<file path="src/hdl/coh_pkg.sv">
`default_nettype none
// ----------------------------------------------------------------------------
// coh_pkg
// Shared widths, bin count and per-sector vote coefficients for the cell
// orientation histogram.
// ----------------------------------------------------------------------------
package coh_pkg;

    localparam int GRAD_W  = 8;    // signed gradient width
    localparam int MAG_W   = 8;    // magnitude 0..128
    localparam int BIN_W   = 26;   // accumulator width, wraps
    localparam int NUM_BINS = 9;
    localparam int BIN_IDX_W = 4;  // holds 0..8
    localparam int SEC_W   = 3;    // base sector 0..4
    localparam int COEF_W  = 13;   // signed coefficient, |k| <= 2994
    localparam int CMP_W   = 16;   // threshold compare width

    // Sector thresholds on 64*|dy| against multiples of |dx|
    localparam logic [CMP_W-1:0] THR_0 = 16'd11;
    localparam logic [CMP_W-1:0] THR_1 = 16'd37;
    localparam logic [CMP_W-1:0] THR_2 = 16'd76;
    localparam logic [CMP_W-1:0] THR_3 = 16'd176;

    localparam logic [BIN_IDX_W-1:0] BIN_VERT  = 4'd4;
    localparam logic [BIN_IDX_W-1:0] BIN_HORIZ = 4'd8;
    localparam logic [BIN_IDX_W-1:0] BIN_LAST  = 4'd8;

    localparam logic signed [COEF_W-1:0] K_VERT  = 13'sd1024;
    localparam logic signed [COEF_W-1:0] K_HORIZ = 13'sd1040;

    // v1 = k1x*ax + k1y*ay, v2 = k2x*ax + k2y*ay
    typedef struct packed {
        logic signed [COEF_W-1:0] k1x;
        logic signed [COEF_W-1:0] k1y;
        logic signed [COEF_W-1:0] k2x;
        logic signed [COEF_W-1:0] k2y;
    } t_coef;

    function automatic t_coef sector_coef(input logic [SEC_W-1:0] sec);
        t_coef c;
        unique case (sec)
            3'd0:    c = '{ 13'sd520,  -13'sd2948,  13'sd520,  13'sd2948};
            3'd1:    c = '{ 13'sd1497, -13'sd2593, -13'sd520,  13'sd2948};
            3'd2:    c = '{ 13'sd2294, -13'sd1924, -13'sd1497, 13'sd2593};
            3'd3:    c = '{ 13'sd2813, -13'sd1024, -13'sd2294, 13'sd1924};
            default: c = '{ 13'sd2994,  13'sd0,    -13'sd2813, 13'sd1024};
        endcase
        return c;
    endfunction

endpackage
`default_nettype wire

</file>
<file path="src/hdl/hog_cell_orientation_histogram.sv">
`default_nettype none
// ----------------------------------------------------------------------------
// hog_cell_orientation_histogram
// Nine-bin orientation histogram of one cell, built from per-pixel gradients.
// ----------------------------------------------------------------------------
// Path: a cell-end item goes into the input register, then is accumulated
//   into the result register, which drives o_valid.
// Throughput: 1 item per cycle; the input stalls only while a cell-end item
//   sits in the input register and the result register is full and stalled.
// Reset (i_rst_n low, synchronous): both valid flags drop and all nine
//   accumulators clear; no clearing pass is needed.
// ----------------------------------------------------------------------------
module hog_cell_orientation_histogram #(
    parameter int BIN_W = coh_pkg::BIN_W
) (
    input  wire                                  i_clk,
    input  wire                                  i_rst_n,
    // pixel item in
    input  wire                                  i_valid,
    output logic                                 o_stall,
    input  wire signed [coh_pkg::GRAD_W-1:0]     i_grad_x,
    input  wire signed [coh_pkg::GRAD_W-1:0]     i_grad_y,
    input  wire                                  i_cell_end,
    // histogram item out
    output logic                                 o_valid,
    input  wire                                  i_stall,
    output logic signed [BIN_W-1:0]              o_bin_0,
    output logic signed [BIN_W-1:0]              o_bin_1,
    output logic signed [BIN_W-1:0]              o_bin_2,
    output logic signed [BIN_W-1:0]              o_bin_3,
    output logic signed [BIN_W-1:0]              o_bin_4,
    output logic signed [BIN_W-1:0]              o_bin_5,
    output logic signed [BIN_W-1:0]              o_bin_6,
    output logic signed [BIN_W-1:0]              o_bin_7,
    output logic signed [BIN_W-1:0]              o_bin_8
);

    localparam int NB  = coh_pkg::NUM_BINS;
    localparam int IW  = coh_pkg::BIN_IDX_W;
    localparam int MW  = coh_pkg::MAG_W;
    localparam int CW  = coh_pkg::COEF_W;
    localparam int TW  = coh_pkg::CMP_W;

    // ---------------- input register ----------------
    logic                              r_s1_valid;
    logic signed [coh_pkg::GRAD_W-1:0] r_gx, r_gy;
    logic                              r_end;

    // ---------------- accumulators and result register ----------------
    logic signed [BIN_W-1:0] r_sum [NB];
    logic signed [BIN_W-1:0] n_sum [NB];
    logic signed [BIN_W-1:0] r_out [NB];
    logic                    r_out_valid;

    // Output register can take a new histogram this edge
    logic out_free;
    // Item in the input register leaves this edge
    logic s1_go;
    logic in_acc;

    assign out_free = !r_out_valid || !i_stall;
    assign s1_go    = r_s1_valid && (!r_end || out_free);
    assign o_stall  = r_s1_valid && !s1_go;
    assign in_acc   = i_valid && !o_stall;

    always_ff @(posedge i_clk) begin
        if (!i_rst_n) begin
            r_s1_valid <= 1'b0;
        end else if (in_acc) begin
            r_s1_valid <= 1'b1;
        end else if (s1_go) begin
            r_s1_valid <= 1'b0;
        end
    end

    always_ff @(posedge i_clk) begin
        if (in_acc) begin
            r_gx  <= i_grad_x;
            r_gy  <= i_grad_y;
            r_end <= i_cell_end;
        end
    end

    // ---------------- vote computation ----------------
    // Magnitudes; -128 comes out as 128, which still fits in 8 unsigned bits.
    logic          nx, ny;
    logic [MW-1:0] ax, ay;
    assign nx = r_gx[coh_pkg::GRAD_W-1];
    assign ny = r_gy[coh_pkg::GRAD_W-1];
    assign ax = nx ? MW'(-r_gx) : MW'(r_gx);
    assign ay = ny ? MW'(-r_gy) : MW'(r_gy);

    // Sector search: 64*ay against fixed multiples of ax
    logic [TW-1:0]              ys, ax_w;
    logic [coh_pkg::SEC_W-1:0]  sec;
    assign ys   = TW'({ay, 6'b0});
    assign ax_w = TW'(ax);

    always_comb begin
        if (ys < coh_pkg::THR_0 * ax_w) begin
            sec = 3'd0;
        end else if (ys < coh_pkg::THR_1 * ax_w) begin
            sec = 3'd1;
        end else if (ys < coh_pkg::THR_2 * ax_w) begin
            sec = 3'd2;
        end else if (ys < coh_pkg::THR_3 * ax_w) begin
            sec = 3'd3;
        end else begin
            sec = 3'd4;
        end
    end

    // Pick coefficients and bin; special axes bypass the sector table.
    coh_pkg::t_coef coef, sec_c;
    logic [IW-1:0]  bin_a, bin_b, base_bin;
    logic           vote, mirror;

    assign sec_c = coh_pkg::sector_coef(sec);

    always_comb begin
        coef     = sec_c;
        base_bin = IW'(sec);
        vote     = 1'b1;
        mirror   = 1'b0;
        if (ax != '0 && ay != '0) begin
            mirror = (nx == ny);
        end else if (ay != '0) begin
            // vertical only: all into bin 4
            coef     = '{'0, coh_pkg::K_VERT, '0, '0};
            base_bin = coh_pkg::BIN_VERT;
        end else if (ax != '0) begin
            // horizontal only: equal split over bins 8 and 0
            coef     = '{coh_pkg::K_HORIZ, '0, coh_pkg::K_HORIZ, '0};
            base_bin = coh_pkg::BIN_HORIZ;
        end else begin
            vote = 1'b0;
        end
    end

    // Four constant-coefficient products, sign-extended into accumulator width
    logic signed [BIN_W-1:0] sx, sy, p1x, p1y, p2x, p2y, v1, v2, va, vb;
    assign sx  = $signed({{(BIN_W-MW){1'b0}}, ax});
    assign sy  = $signed({{(BIN_W-MW){1'b0}}, ay});
    assign p1x = $signed({{(BIN_W-CW){coef.k1x[CW-1]}}, coef.k1x}) * sx;
    assign p1y = $signed({{(BIN_W-CW){coef.k1y[CW-1]}}, coef.k1y}) * sy;
    assign p2x = $signed({{(BIN_W-CW){coef.k2x[CW-1]}}, coef.k2x}) * sx;
    assign p2y = $signed({{(BIN_W-CW){coef.k2y[CW-1]}}, coef.k2y}) * sy;
    assign v1  = p1x + p1y;
    assign v2  = p2x + p2y;

    // Mirror into the upper half when the gradient signs agree
    assign bin_a = mirror ? IW'(coh_pkg::BIN_LAST - base_bin) : base_bin;
    assign bin_b = (bin_a == coh_pkg::BIN_LAST) ? '0 : IW'(bin_a + 1'b1);
    assign va    = mirror ? v2 : v1;
    assign vb    = mirror ? v1 : v2;

    // ---------------- accumulate ----------------
    always_comb begin
        for (int b = 0; b < NB; b++) begin
            n_sum[b] = r_sum[b];
            if (vote && bin_a == IW'(b)) begin
                n_sum[b] = n_sum[b] + va;
            end
            if (vote && bin_b == IW'(b)) begin
                n_sum[b] = n_sum[b] + vb;
            end
        end
    end

    always_ff @(posedge i_clk) begin
        if (!i_rst_n) begin
            for (int b = 0; b < NB; b++) begin
                r_sum[b] <= '0;
            end
        end else if (s1_go) begin
            for (int b = 0; b < NB; b++) begin
                r_sum[b] <= r_end ? '0 : n_sum[b];
            end
        end
    end

    // ---------------- result register ----------------
    always_ff @(posedge i_clk) begin
        if (!i_rst_n) begin
            r_out_valid <= 1'b0;
        end else if (s1_go && r_end) begin
            r_out_valid <= 1'b1;
        end else if (!i_stall) begin
            r_out_valid <= 1'b0;
        end
    end

    always_ff @(posedge i_clk) begin
        if (s1_go && r_end) begin
            for (int b = 0; b < NB; b++) begin
                r_out[b] <= n_sum[b];
            end
        end
    end

    assign o_valid = r_out_valid;
    assign o_bin_0 = r_out[0];
    assign o_bin_1 = r_out[1];
    assign o_bin_2 = r_out[2];
    assign o_bin_3 = r_out[3];
    assign o_bin_4 = r_out[4];
    assign o_bin_5 = r_out[5];
    assign o_bin_6 = r_out[6];
    assign o_bin_7 = r_out[7];
    assign o_bin_8 = r_out[8];

`ifndef NO_ASSERTIONS
    // Only a waiting cell-end item may hold the input back
    a_stall_cause: assert property (@(posedge i_clk) disable iff (!i_rst_n)
        o_stall |-> (r_s1_valid && r_end && r_out_valid && i_stall))
        else $error("input stalled without a blocked cell-end item");

    // A cell-end item leaving the input register produces a result
    a_end_emits: assert property (@(posedge i_clk) disable iff (!i_rst_n)
        (s1_go && r_end) |=> r_out_valid)
        else $error("cell end did not load the result register");

    // Accumulators are cleared after a cell end
    a_end_clears: assert property (@(posedge i_clk) disable iff (!i_rst_n)
        (s1_go && r_end) |=> (r_sum[0] == '0 && r_sum[4] == '0 && r_sum[8] == '0))
        else $error("accumulators not cleared after cell end");

    // Sums only move when an item is consumed
    a_sum_hold: assert property (@(posedge i_clk) disable iff (!i_rst_n)
        !s1_go |=> ($stable(r_sum[0]) && $stable(r_sum[5])))
        else $error("accumulator changed without an item");
`endif

endmodule
`default_nettype wire

</file>
<file path="config.mk">
export PLATFORM = sky130hd
export DESIGN_NAME = hog_cell_orientation_histogram
export DESIGN_NICKNAME = d
export VERILOG_FILES = /design/src/hdl/coh_pkg.sv /design/src/hdl/hog_cell_orientation_histogram.sv
export SDC_FILE = /design/constraint.sdc
export NUM_CORES = 2
export LEC_CHECK = 0
export ABC_CLOCK_PERIOD_IN_PS = 20100
export BUFFER_PORTS_ARGS = -buffer_cell sky130_fd_sc_hd__buf_2
export CORE_ASPECT_RATIO = 1.1
export CORE_UTILIZATION = 50
export CTS_BUF_LIST = sky130_fd_sc_hd__clkbuf_16
export CTS_CLUSTER_DIAMETER = 100
export CTS_CLUSTER_SIZE = 28
export DETAILED_ROUTE_END_ITERATION = 10
export PLACE_DENSITY_LB_ADDON = 0.08
export SLEW_MARGIN = 20
export SYNTH_ARGS = -nofsm -noshare
export SYNTH_HDL_FRONTEND = slang
export SYNTH_SLANG_ARGS = --single-unit
</file>
<file path="constraint.sdc">
create_clock -name i_clk -period 20.1 [get_ports i_clk]
set_input_delay 4.02 -clock i_clk [delete_from_list [all_inputs] [get_ports i_clk]]
set_output_delay 4.02 -clock i_clk [all_outputs]
set_load 0.05 [all_outputs]
</file>
==> run metrics <==
Starting Density=0.506; achievable frequency=0.0541 GHz; worst-skew pair later-pin latency=700 ps; multiplexer share of the synthesized area=0.0379; HP Class=reg -> reg; TNS Setup=0 ps; Mapped Area=between 50000 and 60000 sq um; commonest non-fill, non-tap cells in the layout=inv_1, ha_1, nor2_1; routed via count=48532; CP Data Required Time=about 21000 ps; Post-synth top flop=edfxtp_1; Sink Count=roughly 490; status=complete, but fails checks; Synth Area in Simple Gates=0.148; Synth Area in Adders=0.275; final setup vio count=0; Rows=between 100 and 150; initial antenna violation count=10; GRT overflow=0; vias per inst=between 5 and 6; die width=329 microns; port bufs=between 200 and 300; Critical Path Fanout Max=17; GP Congestion=a little over 1; Fin. Hold Viols=0; Synth async-reset ratio=0; failing checks=DRC; ratio of cells with drive above 1 in the final layout=0.0857; post-CTS setup buffers=0; HPWL Detailed=~150000 microns; worst rel slew slack=0.235; Layout area overhead=7.74%; XOR/XNOR Fraction of Synth Area=0.0693; post-synthesis sequential element count=487; max cap viols=0; top cell type by total area after synthesis=edfxtp_1; commonest non-fill, non-tap cell in the layout=inv_1; Reg clk slew, reported paths=between 100 and 150 ps; final worst path period share=0.920; slowest CP cell=xor2_1; Avg Synthesized Cell Area=between 9 and 10 sq um; Ys Warns=0; Post-Synthesis Cells=~6500; Synth cell types=approximately 100; post-cts resize count=0; Post-synth EDFFs=roughly 490; sequential-to-total area share from yosys stat=0.248; ranking of synthesized cells by area=edfxtp_1, ha_1, fa_1, inv_1, a21oi_1; Nets=about 7900; Avg WL per Cell=roughly 23 microns; drt first pass iters=9; largest family of logic cells by synthesized area=adder cells; wirelength, routed=194000 microns; Residual DRC=10; Compound-Gate Fraction of Synth Area=0.162; Slew Limit Fails=0; die area=roughly 120000 sq um; Worst Clk Skew=approximately 43 ps; CTS tree=yes; crit end category=register; largest net degree at the start of global routing=~180; GRT Total Usage=0.325; DR iter-0 viols=approximately 4100; root buf cell=clkbuf_16; core area=roughly 120000 sq um; WP data arrival=approximately 19000 ps; Synth Net Count=approximately 7600; critical path class=reg -> reg; RSZ-0062 raised after global routing=no; crit start category=register; R2R depth=67; min Tclk post-route=approximately 18000 ps; hold depth=1; reg-to-reg startpoint=r_gx[0]; Hold Path Sink=r_out[0][103]; slew of the pin with the lowest slew margin=~1100 ps; hold_buf cts=0; H-tree Lvls=1; Final ANT Viol Nets=0; CTS buffer count=30; vias in the first global route=47957; R2R Path End=r_sum[0][51]; CP peak stage delay=870 ps; R2R Setup Slk=about 1600 ps; clk buf depth=3; first-pass GRT wire length=about 290000 microns; post-synth top area share=0.247; die height=362 microns; min-delay src=r_sum[0][103]; I/O pin total=~260
[layout make-up]
class	count	area, sq um
fillers	10845	52900
multi-input cells	5130	40900
flip-flops and latches	487	14600
inverters	772	2900
repair buffers	350	2010
well taps	1529	1910
clock buffers	30	751
clock inverters	23	353
diodes	1	2.50
[synth_stat cells, drive strengths merged, types with 39 or more instances]
cell type  number
nor3          101
o21bai         47
clkbuf         96
nor2b          71
fa            345
buf            50
o21ai         336
inv           769
a31oi          53
and2          222
xnor2         286
a21oi         515
o21a           72
mux2          106
ha            741
a21o          183
nor2          568
edfxtp        485
and3           39
nand2b         68
a211oi         59
xor2          174
nand3          92
mux2i         104
nand2         538
[worst max-delay path by stage]
stage | depth (start not counted) | slack [ps] | to | from
2_1_floorplan | 1 | 3940 | r_out[0][0] | i_stall
3_5_place_dp | 67 | 1810 | r_sum[0][51] | r_gx[0]
5_1_grt | 67 | 320 | r_sum[0][51] | r_gx[0]
4_1_cts | 67 | 1780 | r_sum[0][51] | r_gx[0]
3_3_place_gp | 67 | 2030 | r_sum[0][51] | r_gx[0]
6_report | 67 | 1610 | r_sum[0][51] | r_gx[0]
[sequential cells by signal, indices dropped and copies added, names as in the netlist]
name and count:
o_valid 1, r_end 1, r_s1_valid 1, r_out 234, r_gx 8, r_sum 234
r_gy 8
[per-layer routing]
| metal | up-vias | wire, microns | GRT usage |
|---|---|---|---|
| li1 | 23222 | - | - |
| met5 | - | 17 | 0 |
| met3 | 375 | 12100 | 0.0403 |
| met2 | 1522 | 89500 | 0.539 |
| met4 | 2 | 12500 | 0.170 |
| met1 | 23411 | 80300 | 0.413 |
[cell families after synthesis]
kind of cell    after synthesis
compound gates             1520
xor+xnor                    462
fa+ha+maj                  1087
buf+inv                     918
flops                       487
mux                         210
simple gates               1851
[stage by stage]
step | instance area [sq um] | hold WS, ps | util | setup WS [ps] | instances
final | 63400 | 567 | 0.545 | 1610 | 8322
after global routing | 63400 | 605 | 0.545 | 324 | 8321
after CTS | 63400 | 571 | 0.545 | 1780 | 8321
after detailed placement | 62300 | 549 | 0.536 | 1810 | 8268
after global placement | 62300 | 543 | 0.536 | 2030 | 8268
after floorplan | 58900 | 510 | - | 3940 | 6535
[critical path, delay by kind of cell, from the launching register on]
kind,cells,cell delay [ps]
xor+xnor,5,1650
flops,1,690
simple gates,17,4190
buf+inv,6,650
fa+ha+maj,14,5750
compound gates,25,5250
Power is not shown: default switching activity piles up to over one toggle a cycle in this logic, so the estimate is an artifact.
